### src/design/yrgb_pkg.sv
// Shared types, constants, chroma lookup tables and helper functions for the YCbCr to RGB unit.
package yrgb_pkg;

    localparam int PIXEL_WORD_BITS = 16;
    localparam int SAMPLE_BITS     = 8;
    localparam int TERM_BITS       = 9;
    localparam int SUM_BITS        = 10;
    localparam int SHIFT_BITS      = 4;
    localparam int COUNT_BITS      = 5;
    localparam int NUM_CHANNELS    = 3;
    localparam int NUM_LANES       = 4;
    localparam int ROM_DEPTH       = 256;
    localparam int CHROMA_OFFSET   = 128;
    localparam int CFG_INDEX_BITS  = 2;

    localparam logic [PIXEL_WORD_BITS-1:0] RED_MASK_RESET   = 16'hF800;
    localparam logic [PIXEL_WORD_BITS-1:0] GREEN_MASK_RESET = 16'h07E0;
    localparam logic [PIXEL_WORD_BITS-1:0] BLUE_MASK_RESET  = 16'h001F;

    localparam logic [CFG_INDEX_BITS-1:0] CFG_RED   = 2'd0;
    localparam logic [CFG_INDEX_BITS-1:0] CFG_GREEN = 2'd1;
    localparam logic [CFG_INDEX_BITS-1:0] CFG_BLUE  = 2'd2;

    localparam int CH_RED   = 0;
    localparam int CH_GREEN = 1;
    localparam int CH_BLUE  = 2;

    localparam int TERM_CRR = 0;
    localparam int TERM_CRG = 1;
    localparam int TERM_CBG = 2;
    localparam int TERM_CBB = 3;

    localparam int CRR_NUM = 419;
    localparam int CRR_DEN = 299;
    localparam int CRG_NUM = 299;
    localparam int CRG_DEN = 419;
    localparam int CBG_NUM = 114;
    localparam int CBG_DEN = 331;
    localparam int CBB_NUM = 587;
    localparam int CBB_DEN = 331;

    typedef struct packed {
        logic [SAMPLE_BITS-1:0] luma_top_left;
        logic [SAMPLE_BITS-1:0] luma_top_right;
        logic [SAMPLE_BITS-1:0] luma_bottom_left;
        logic [SAMPLE_BITS-1:0] luma_bottom_right;
        logic [SAMPLE_BITS-1:0] chroma_red;
        logic [SAMPLE_BITS-1:0] chroma_blue;
    } block_t;

    typedef struct packed {
        logic [PIXEL_WORD_BITS-1:0] pixel_top_left;
        logic [PIXEL_WORD_BITS-1:0] pixel_top_right;
        logic [PIXEL_WORD_BITS-1:0] pixel_bottom_left;
        logic [PIXEL_WORD_BITS-1:0] pixel_bottom_right;
    } pixels_t;

    typedef struct packed {
        logic [SHIFT_BITS-1:0] rsh;
        logic [SHIFT_BITS-1:0] pos;
    } field_t;

    typedef field_t [NUM_CHANNELS-1:0] field_set_t;

    typedef struct packed {
        logic signed [TERM_BITS-1:0] crr;
        logic signed [TERM_BITS-1:0] cg;
        logic signed [TERM_BITS-1:0] cbb;
    } chroma_t;

    typedef logic [ROM_DEPTH-1:0][TERM_BITS-1:0] term_rom_t;

    function automatic logic [TERM_BITS-1:0] term_value(input int sel, input int code);
        int d;
        int mag;
        int q;
        int v;
        d   = code - CHROMA_OFFSET;
        mag = (d < 0) ? -d : d;
        case (sel)
            TERM_CRR: q = (CRR_NUM * mag) / CRR_DEN;
            TERM_CRG: q = (CRG_NUM * mag) / CRG_DEN;
            TERM_CBG: q = (CBG_NUM * mag) / CBG_DEN;
            TERM_CBB: q = (CBB_NUM * mag) / CBB_DEN;
            default:  q = 0;
        endcase
        v = (d < 0) ? -q : q;
        if (sel == TERM_CRG || sel == TERM_CBG) begin
            v = -v;
        end
        return TERM_BITS'(v);
    endfunction

    function automatic term_rom_t build_term_rom(input int sel);
        term_rom_t rom;
        for (int i = 0; i < ROM_DEPTH; i++) begin
            rom[i] = term_value(sel, i);
        end
        return rom;
    endfunction

    localparam term_rom_t CRR_ROM = build_term_rom(TERM_CRR);
    localparam term_rom_t CRG_ROM = build_term_rom(TERM_CRG);
    localparam term_rom_t CBG_ROM = build_term_rom(TERM_CBG);
    localparam term_rom_t CBB_ROM = build_term_rom(TERM_CBB);

    function automatic field_t field_decode(input logic [PIXEL_WORD_BITS-1:0] mask);
        logic [COUNT_BITS-1:0] n;
        logic [SHIFT_BITS-1:0] pos;
        field_t f;
        n   = '0;
        pos = '0;
        for (int i = 0; i < PIXEL_WORD_BITS; i++) begin
            n = n + COUNT_BITS'(mask[i]);
        end
        for (int i = PIXEL_WORD_BITS - 1; i >= 0; i--) begin
            if (mask[i]) begin
                pos = SHIFT_BITS'(i);
            end
        end
        if (n > COUNT_BITS'(SAMPLE_BITS)) begin
            n = COUNT_BITS'(SAMPLE_BITS);
        end
        f.rsh = SHIFT_BITS'(COUNT_BITS'(SAMPLE_BITS) - n);
        f.pos = pos;
        return f;
    endfunction

    function automatic logic [SAMPLE_BITS-1:0] clamp_channel(input logic signed [SUM_BITS-1:0] v);
        if (v < 0) begin
            return '0;
        end
        if (v > SUM_BITS'(255)) begin
            return '1;
        end
        return v[SAMPLE_BITS-1:0];
    endfunction

    function automatic logic [PIXEL_WORD_BITS-1:0] place_channel(input logic [SAMPLE_BITS-1:0] ch,
                                                                 input field_t f);
        logic [PIXEL_WORD_BITS-1:0] w;
        w = PIXEL_WORD_BITS'(ch >> f.rsh);
        return w << f.pos;
    endfunction

endpackage

### src/design/yrgb_field.sv
// Field mask register port that keeps each channel's decoded shift and position.
module yrgb_field
    import yrgb_pkg::*;
(
    input  logic                       clk,
    input  logic                       rst_n,
    input  logic                       cfg_we,
    input  logic [CFG_INDEX_BITS-1:0]  cfg_index,
    input  logic [PIXEL_WORD_BITS-1:0] cfg_data,
    output field_set_t                 fields
);

    field_set_t fields_reg;
    field_set_t fields_next;
    field_t     decoded;

    always_comb
    begin
        decoded     = field_decode(cfg_data);
        fields_next = fields_reg;
        if (cfg_we)
        begin
            unique case (cfg_index)
                CFG_RED:   fields_next[CH_RED]   = decoded;
                CFG_GREEN: fields_next[CH_GREEN] = decoded;
                CFG_BLUE:  fields_next[CH_BLUE]  = decoded;
                default:   fields_next = fields_reg;
            endcase
        end
    end

    always_ff @(posedge clk or negedge rst_n)
    begin
        if (!rst_n)
        begin
            fields_reg[CH_RED]   <= field_decode(RED_MASK_RESET);
            fields_reg[CH_GREEN] <= field_decode(GREEN_MASK_RESET);
            fields_reg[CH_BLUE]  <= field_decode(BLUE_MASK_RESET);
        end
        else
        begin
            fields_reg <= fields_next;
        end
    end

    assign fields = fields_reg;

endmodule

### src/design/yrgb_chroma.sv
// Chroma stage: table lookup of the four chroma terms, registered with the luma samples.
module yrgb_chroma
    import yrgb_pkg::*;
(
    input  logic                                 clk,
    input  logic                                 rst_n,
    input  logic                                 accept,
    input  block_t                               block,
    output logic                                 valid,
    output chroma_t                              terms,
    output logic [NUM_LANES-1:0][SAMPLE_BITS-1:0] luma
);

    logic                                  valid_reg;
    chroma_t                               terms_reg;
    chroma_t                               terms_next;
    logic [NUM_LANES-1:0][SAMPLE_BITS-1:0] luma_reg;
    logic [NUM_LANES-1:0][SAMPLE_BITS-1:0] luma_next;
    logic signed [TERM_BITS-1:0]           crg;
    logic signed [TERM_BITS-1:0]           cbg;

    always_comb
    begin
        crg              = CRG_ROM[block.chroma_red];
        cbg              = CBG_ROM[block.chroma_blue];
        terms_next.crr   = CRR_ROM[block.chroma_red];
        terms_next.cbb   = CBB_ROM[block.chroma_blue];
        terms_next.cg    = TERM_BITS'(SUM_BITS'(crg) + SUM_BITS'(cbg));
        luma_next[0]     = block.luma_top_left;
        luma_next[1]     = block.luma_top_right;
        luma_next[2]     = block.luma_bottom_left;
        luma_next[3]     = block.luma_bottom_right;
    end

    always_ff @(posedge clk or negedge rst_n)
    begin
        if (!rst_n)
        begin
            valid_reg <= 1'b0;
        end
        else
        begin
            valid_reg <= accept;
        end
    end

    always_ff @(posedge clk)
    begin
        if (accept)
        begin
            terms_reg <= terms_next;
            luma_reg  <= luma_next;
        end
    end

    assign valid = valid_reg;
    assign terms = terms_reg;
    assign luma  = luma_reg;

endmodule

### src/design/yrgb_lane.sv
// One pixel lane: adds the chroma terms to luma, saturates and places the three channels.
module yrgb_lane
    import yrgb_pkg::*;
(
    input  logic [SAMPLE_BITS-1:0]     luma,
    input  chroma_t                    terms,
    input  field_set_t                 fields,
    output logic [PIXEL_WORD_BITS-1:0] word
);

    logic signed [SUM_BITS-1:0] y;
    logic [SAMPLE_BITS-1:0]     r;
    logic [SAMPLE_BITS-1:0]     g;
    logic [SAMPLE_BITS-1:0]     b;

    always_comb
    begin
        y    = $signed({2'b00, luma});
        r    = clamp_channel(y + SUM_BITS'(terms.crr));
        g    = clamp_channel(y + SUM_BITS'(terms.cg));
        b    = clamp_channel(y + SUM_BITS'(terms.cbb));
        word = place_channel(r, fields[CH_RED]) |
               place_channel(g, fields[CH_GREEN]) |
               place_channel(b, fields[CH_BLUE]);
    end

endmodule

### src/design/ycbcr_block_to_rgb_packed_unit.sv
// Top level of the 2x2 YCbCr block to packed RGB converter.
// The unit takes one 2x2 block on every clock cycle: busy is always low, so a block is
// accepted at any edge where start is high. Its four packed pixels appear on pixels with
// done high, for one cycle only; the receiver must take them then.
// A block passes the chroma table stage and then the stage where the four pixel lanes add,
// saturate, place the fields and register the merged result. Field masks written on the
// configuration port apply to the block accepted at the same edge as the write and to
// every later block.
module ycbcr_block_to_rgb_packed_unit
    import yrgb_pkg::*;
(
    input  logic                       clk,
    input  logic                       rst_n,
    input  logic                       start,
    output logic                       busy,
    input  block_t                     block,
    output logic                       done,
    output pixels_t                    pixels,
    input  logic                       cfg_we,
    input  logic [CFG_INDEX_BITS-1:0]  cfg_index,
    input  logic [PIXEL_WORD_BITS-1:0] cfg_data
);

    field_set_t                                fields;
    logic                                      accept;
    logic                                      stage_valid;
    chroma_t                                   terms;
    logic [NUM_LANES-1:0][SAMPLE_BITS-1:0]     luma;
    logic [NUM_LANES-1:0][PIXEL_WORD_BITS-1:0] words;
    logic                                      done_reg;
    pixels_t                                   pixels_reg;
    pixels_t                                   pixels_next;

    assign busy   = 1'b0;
    assign accept = start && !busy;

    yrgb_field u_field (
        .clk       (clk),
        .rst_n     (rst_n),
        .cfg_we    (cfg_we),
        .cfg_index (cfg_index),
        .cfg_data  (cfg_data),
        .fields    (fields)
    );

    yrgb_chroma u_chroma (
        .clk    (clk),
        .rst_n  (rst_n),
        .accept (accept),
        .block  (block),
        .valid  (stage_valid),
        .terms  (terms),
        .luma   (luma)
    );

    for (genvar k = 0; k < NUM_LANES; k++)
    begin : g_lane
        yrgb_lane u_lane (
            .luma   (luma[k]),
            .terms  (terms),
            .fields (fields),
            .word   (words[k])
        );
    end

    always_comb
    begin
        pixels_next.pixel_top_left     = words[0];
        pixels_next.pixel_top_right    = words[1];
        pixels_next.pixel_bottom_left  = words[2];
        pixels_next.pixel_bottom_right = words[3];
    end

    always_ff @(posedge clk or negedge rst_n)
    begin
        if (!rst_n)
        begin
            done_reg <= 1'b0;
        end
        else
        begin
            done_reg <= stage_valid;
        end
    end

    always_ff @(posedge clk)
    begin
        if (stage_valid)
        begin
            pixels_reg <= pixels_next;
        end
    end

    assign done   = done_reg;
    assign pixels = pixels_reg;

    a_result_follows: assert property (@(posedge clk) disable iff (!rst_n)
        accept |-> ##2 done)
        else $error("accepted block produced no result two cycles later");

    a_no_spurious_result: assert property (@(posedge clk) disable iff (!rst_n)
        done |-> $past(accept, 2))
        else $error("result strobe without an accepted block");

    a_stage_matches_done: assert property (@(posedge clk) disable iff (!rst_n)
        stage_valid |=> done)
        else $error("lane stage result was not presented");

endmodule
### config.mk
export PLATFORM = sky130hd
export DESIGN_NAME = ycbcr_block_to_rgb_packed_unit
export DESIGN_NICKNAME = d
export VERILOG_FILES = /design/src/design/yrgb_pkg.sv /design/src/design/yrgb_field.sv /design/src/design/yrgb_chroma.sv /design/src/design/yrgb_lane.sv /design/src/design/ycbcr_block_to_rgb_packed_unit.sv
export SDC_FILE = /design/constraint.sdc
export NUM_CORES = 1
export LEC_CHECK = 0
export BUFFER_PORTS_ARGS = -buffer_cell sky130_fd_sc_hd__buf_2
export CELL_PAD_IN_SITES_DETAIL_PLACEMENT = 1
export CELL_PAD_IN_SITES_GLOBAL_PLACEMENT = 2
export CORE_MARGIN = 5
export CORE_UTILIZATION = 34
export DETAILED_ROUTE_END_ITERATION = 8
export PLACE_DENSITY = 0.78
export SLEW_MARGIN = 20
export SYNTH_ARGS = -nofsm -noshare
export SYNTH_HDL_FRONTEND = slang
export SYNTH_SLANG_ARGS = --single-unit
### constraint.sdc
create_clock -name clk -period 3.7 [get_ports clk]
set_input_delay 0.37 -clock clk [delete_from_list [all_inputs] [get_ports clk]]
set_output_delay 0.37 -clock clk [all_outputs]
set_load 0.03 [all_outputs]
==> impl_metrics.json <==
{
  "status": "finished, violations left",
  "violations": "setup timing",
  "cts.root.buffer_cell": "clkbuf_16",
  "cts_tree": "built",
  "timing.final.crit_share": 1.217,
  "whs_ns": 0.01867,
  "max_slew_margin": 0.3457,
  "cp-end-kind": "flip-flop",
  "yosys.area.top_type": "edfxtp_1",
  "layout_commonest_cell": "buf_4",
  "tightest_slew_ns": 0.9815,
  "routed_wl_um": 173300,
  "finClkSkew_ns": 0.02902,
  "yosys.area_share.adder": 0.07860,
  "placed_area_um2": 35200,
  "cts_made_buffers": 17,
  "instances_no_fill": 5779,
  "ios": 136,
  "port_buffers": 134,
  "die_area_um2": 82710,
  "synth_nets": 3884,
  "grt_max_degree": 61,
  "clkTransAtPathRegs_ns": 0.09,
  "crit_family": "compound AO/OA/AOI/OAI gates",
  "gr-total-overflow": 0,
  "hold_class": "input port to flip-flop",
  "setup_slack_ns": -0.8034,
  "drive_gt1_frac": 0.4427,
  "dp_cells": 5587,
  "post-place-ws_ns": -0.9193,
  "place_congestion": 1.091,
  "rsz0062_at_grt": "yes",
  "setup_viol": 75,
  "critPathMaxFanout": 4,
  "final_cell_area_um2": 41780,
  "critPathSlowestCell": "or4_4",
  "synth-simple-area-share": 0.2325,
  "synth.top_cell.area_share": 0.1410,
  "crit_chain": "buf_4 > buf_6 > ha_4 > a211o_4 > buf_6 > a21o_1 > mux2i_1 > nor2_1 > o32a_1 > a31oi_2 > and3_2 > or4_4 > a211oi_4 > o211ai_1 > or3_1",
  "yosys-top-cells-area": "edfxtp_1, nor2_1, ha_1",
  "post-route-drc-count": 0,
  "placementRows": 101,
  "grt_pass1_vias": 36770,
  "synth_edf_count": 123,
  "crit_buf_inv": 3,
  "clk_latency_ns": 0.52,
  "clock-sinks": 149,
  "final_nets": 4951,
  "powerDensity_nw_per_um2": 791.4,
  "start_util": 0.3438,
  "synth-xor-area-share": 0.02268,
  "required_ns": 3.93,
  "reg2reg_slack_ns": -0.80,
  "layout_common_cells": "buf_4, nor2_1, nand2_1, a21oi_1, o21ai_0",
  "fmax_ghz": 0.2221,
  "initialDrtViolationCount": 4072,
  "dr.pass1.iters": 6,
  "grt_pass1_wl_um": 234900,
  "synth.distinct_cells": 129,
  "slowest_delay_ns": 0.55,
  "cts_max_path_buffers": 2,
  "yosysSeqAreaShare": 0.1663,
  "hpwlAfterDp_um": 118100,
  "nFillCells": 9146,
  "die_height_um": 287.6,
  "synth_compound_area_frac": 0.3890,
  "vias": 37880,
  "synth_mux_area_frac": 0.04713,
  "antenna_found_initial": 7,
  "htreeDepth": 4,
  "ir_drop_mv": 0.3566,
  "synth_top_family_by_area": "compound AO/OA/AOI/OAI gates",
  "die_w_um": 287.6,
  "area_growth_pct": 59.46,
  "syn_inst": 3664,
  "synth_seq_cells": 149,
  "period_minus_slack_ns": 4.503,
  "crit_type": "flip-flop to flip-flop",
  "crit_path_start_kind": "flip-flop",
  "drv_slew": 0,
  "critical_path_arrival_ns": 4.74,
  "hold_viol": 0,
  "drt-wirelength-per-cell_um": 29.99,
  "synthesis.area_um2": 26200,
  "worst_path_most_repeated_cell": "buf_6",
  "grtUsageTotal": 0.3666,
  "cap_violations": 0,
  "yosysWarnings": 0,
  "core_area_um2": 76200,
  "syn_avg_cell_area_um2": 7.151,
  "drtAntennaViolNets": 0,
  "synth_flop_cell": "edfxtp_1",
  "leakage_nw": 17.24,
  "routed_via_density": 6.555,
  "synth-async-reset-ratio": 0.1745,
  "largest_reg_flops": 64
}
cells in the mapped netlist, types with 16 or more instances:
cell / n
xor2_1: 31
nor2_1: 433
nand3_1: 100
o32ai_1: 24
and2_1: 24
a32oi_1: 16
o21a_1: 35
o221ai_1: 35
or3_1: 29
dfrtp_1: 16
a211oi_1: 93
xnor2_1: 35
or2_2: 30
nor4_1: 24
mux2_2: 25
nand4_1: 22
nand2_1: 376
a21oi_1: 308
buf_1: 43
and3_1: 27
buf_2: 25
clkbuf_1: 205
a221oi_1: 26
fa_1: 23
ha_1: 127
a21o_1: 44
o22ai_1: 60
nor2b_1: 20
nor3_1: 112
edfxtp_1: 123
inv_1: 110
a211o_1: 34
a31oi_1: 39
o31ai_1: 36
mux2i_1: 66
a221o_1: 19
o21ai_0: 289
nand2b_1: 49
a311oi_1: 19
o211ai_1: 81
a22oi_1: 39
per-stage QoR:
stage               power, mW  TNS [ns]  utilization
CTS                     28.77    -16.25       0.5173
global route            33.91    -36.20       0.5481
detailed placement      23.54    -40.09       0.4619
floorplan               12.88    -4.523            -
finish                  33.07    -32.97       0.5483
global placement        23.12    -34.24       0.4619
per-layer routing:
metal	vias up	global-route usage	part of all wire	wire [um]
met5	-	0	0.00036	63
met4	8	0.2733	0.10	17780
met3	815	0.05930	0.081	13990
met2	2204	0.5832	0.44	76020
met1	18640	0.4459	0.38	65460
li1	16220	-	-	-
cell families (layout without fill, tap and decap cells):
family,after synthesis,count (layout)
adders and majority gates,151,151
DFF,149,149
and+or+nand+nor,1314,1314
xor gates and xnor gates,67,68
AOI/OAI and AO/OA,1470,1470
muxes,104,104
buffers and inverters,408,1487
other,1,6
worst paths after layout:
| check | startpoint | end | depth (start not counted) |
|---|---|---|---|
| min | block[43] | u_chroma.luma[3]$_DFFE_PP_ | 1 |
| min in group asynchronous | rst_n | u_chroma.valid$_DFF_PN0_ | 2 |
| max reg2reg | u_chroma.luma[9]$_DFFE_PP_ | pixels[42]$_DFFE_PP_ | 15 |
| max | u_chroma.luma[9]$_DFFE_PP_ | pixels[42]$_DFFE_PP_ | 15 |
| min reg2reg | u_field.fields[18]$_DFFE_PN0P_ | u_field.fields[18]$_DFFE_PN0P_ | 2 |
| max in group asynchronous | rst_n | u_field.fields[12]$_DFFE_PN0P_ | 2 |
layout make-up:
class                           count  area (um^2)  area share
Sequential cell                   149         4360      0.1044
Clock inverter                     14        182.7    0.004372
Antenna cell                        5        12.51   0.0002995
Inverter                          122        474.2     0.01135
Multi-Input combinational cell   3108        24540      0.5873
Timing Repair Buffer             1333        10480      0.2509
Tap cell                         1030         1289     0.03085
Clock buffer                       18        439.2     0.01051
timing repair:
item | CTS | global route
hold endpoints to repair | 16 | 0
setup buffers | 102 | 85
setup endpoints to repair | 73 | 79
gates cloned | 0 | 1
hold buffers | 1 | 0
pin swaps | 192 | 235
resized for setup | 604 | 381
report_power, final:
group / switching (mW) / total [mW] / internal, mW
sequential: 0.470 / 2.85 / 2.38
combinational: 16.0 / 28.2 / 12.2
clock: 0.957 / 2.00 / 1.05
total: 17.4 / 33.1 / 15.7
(Power assumes the default switching activity.)
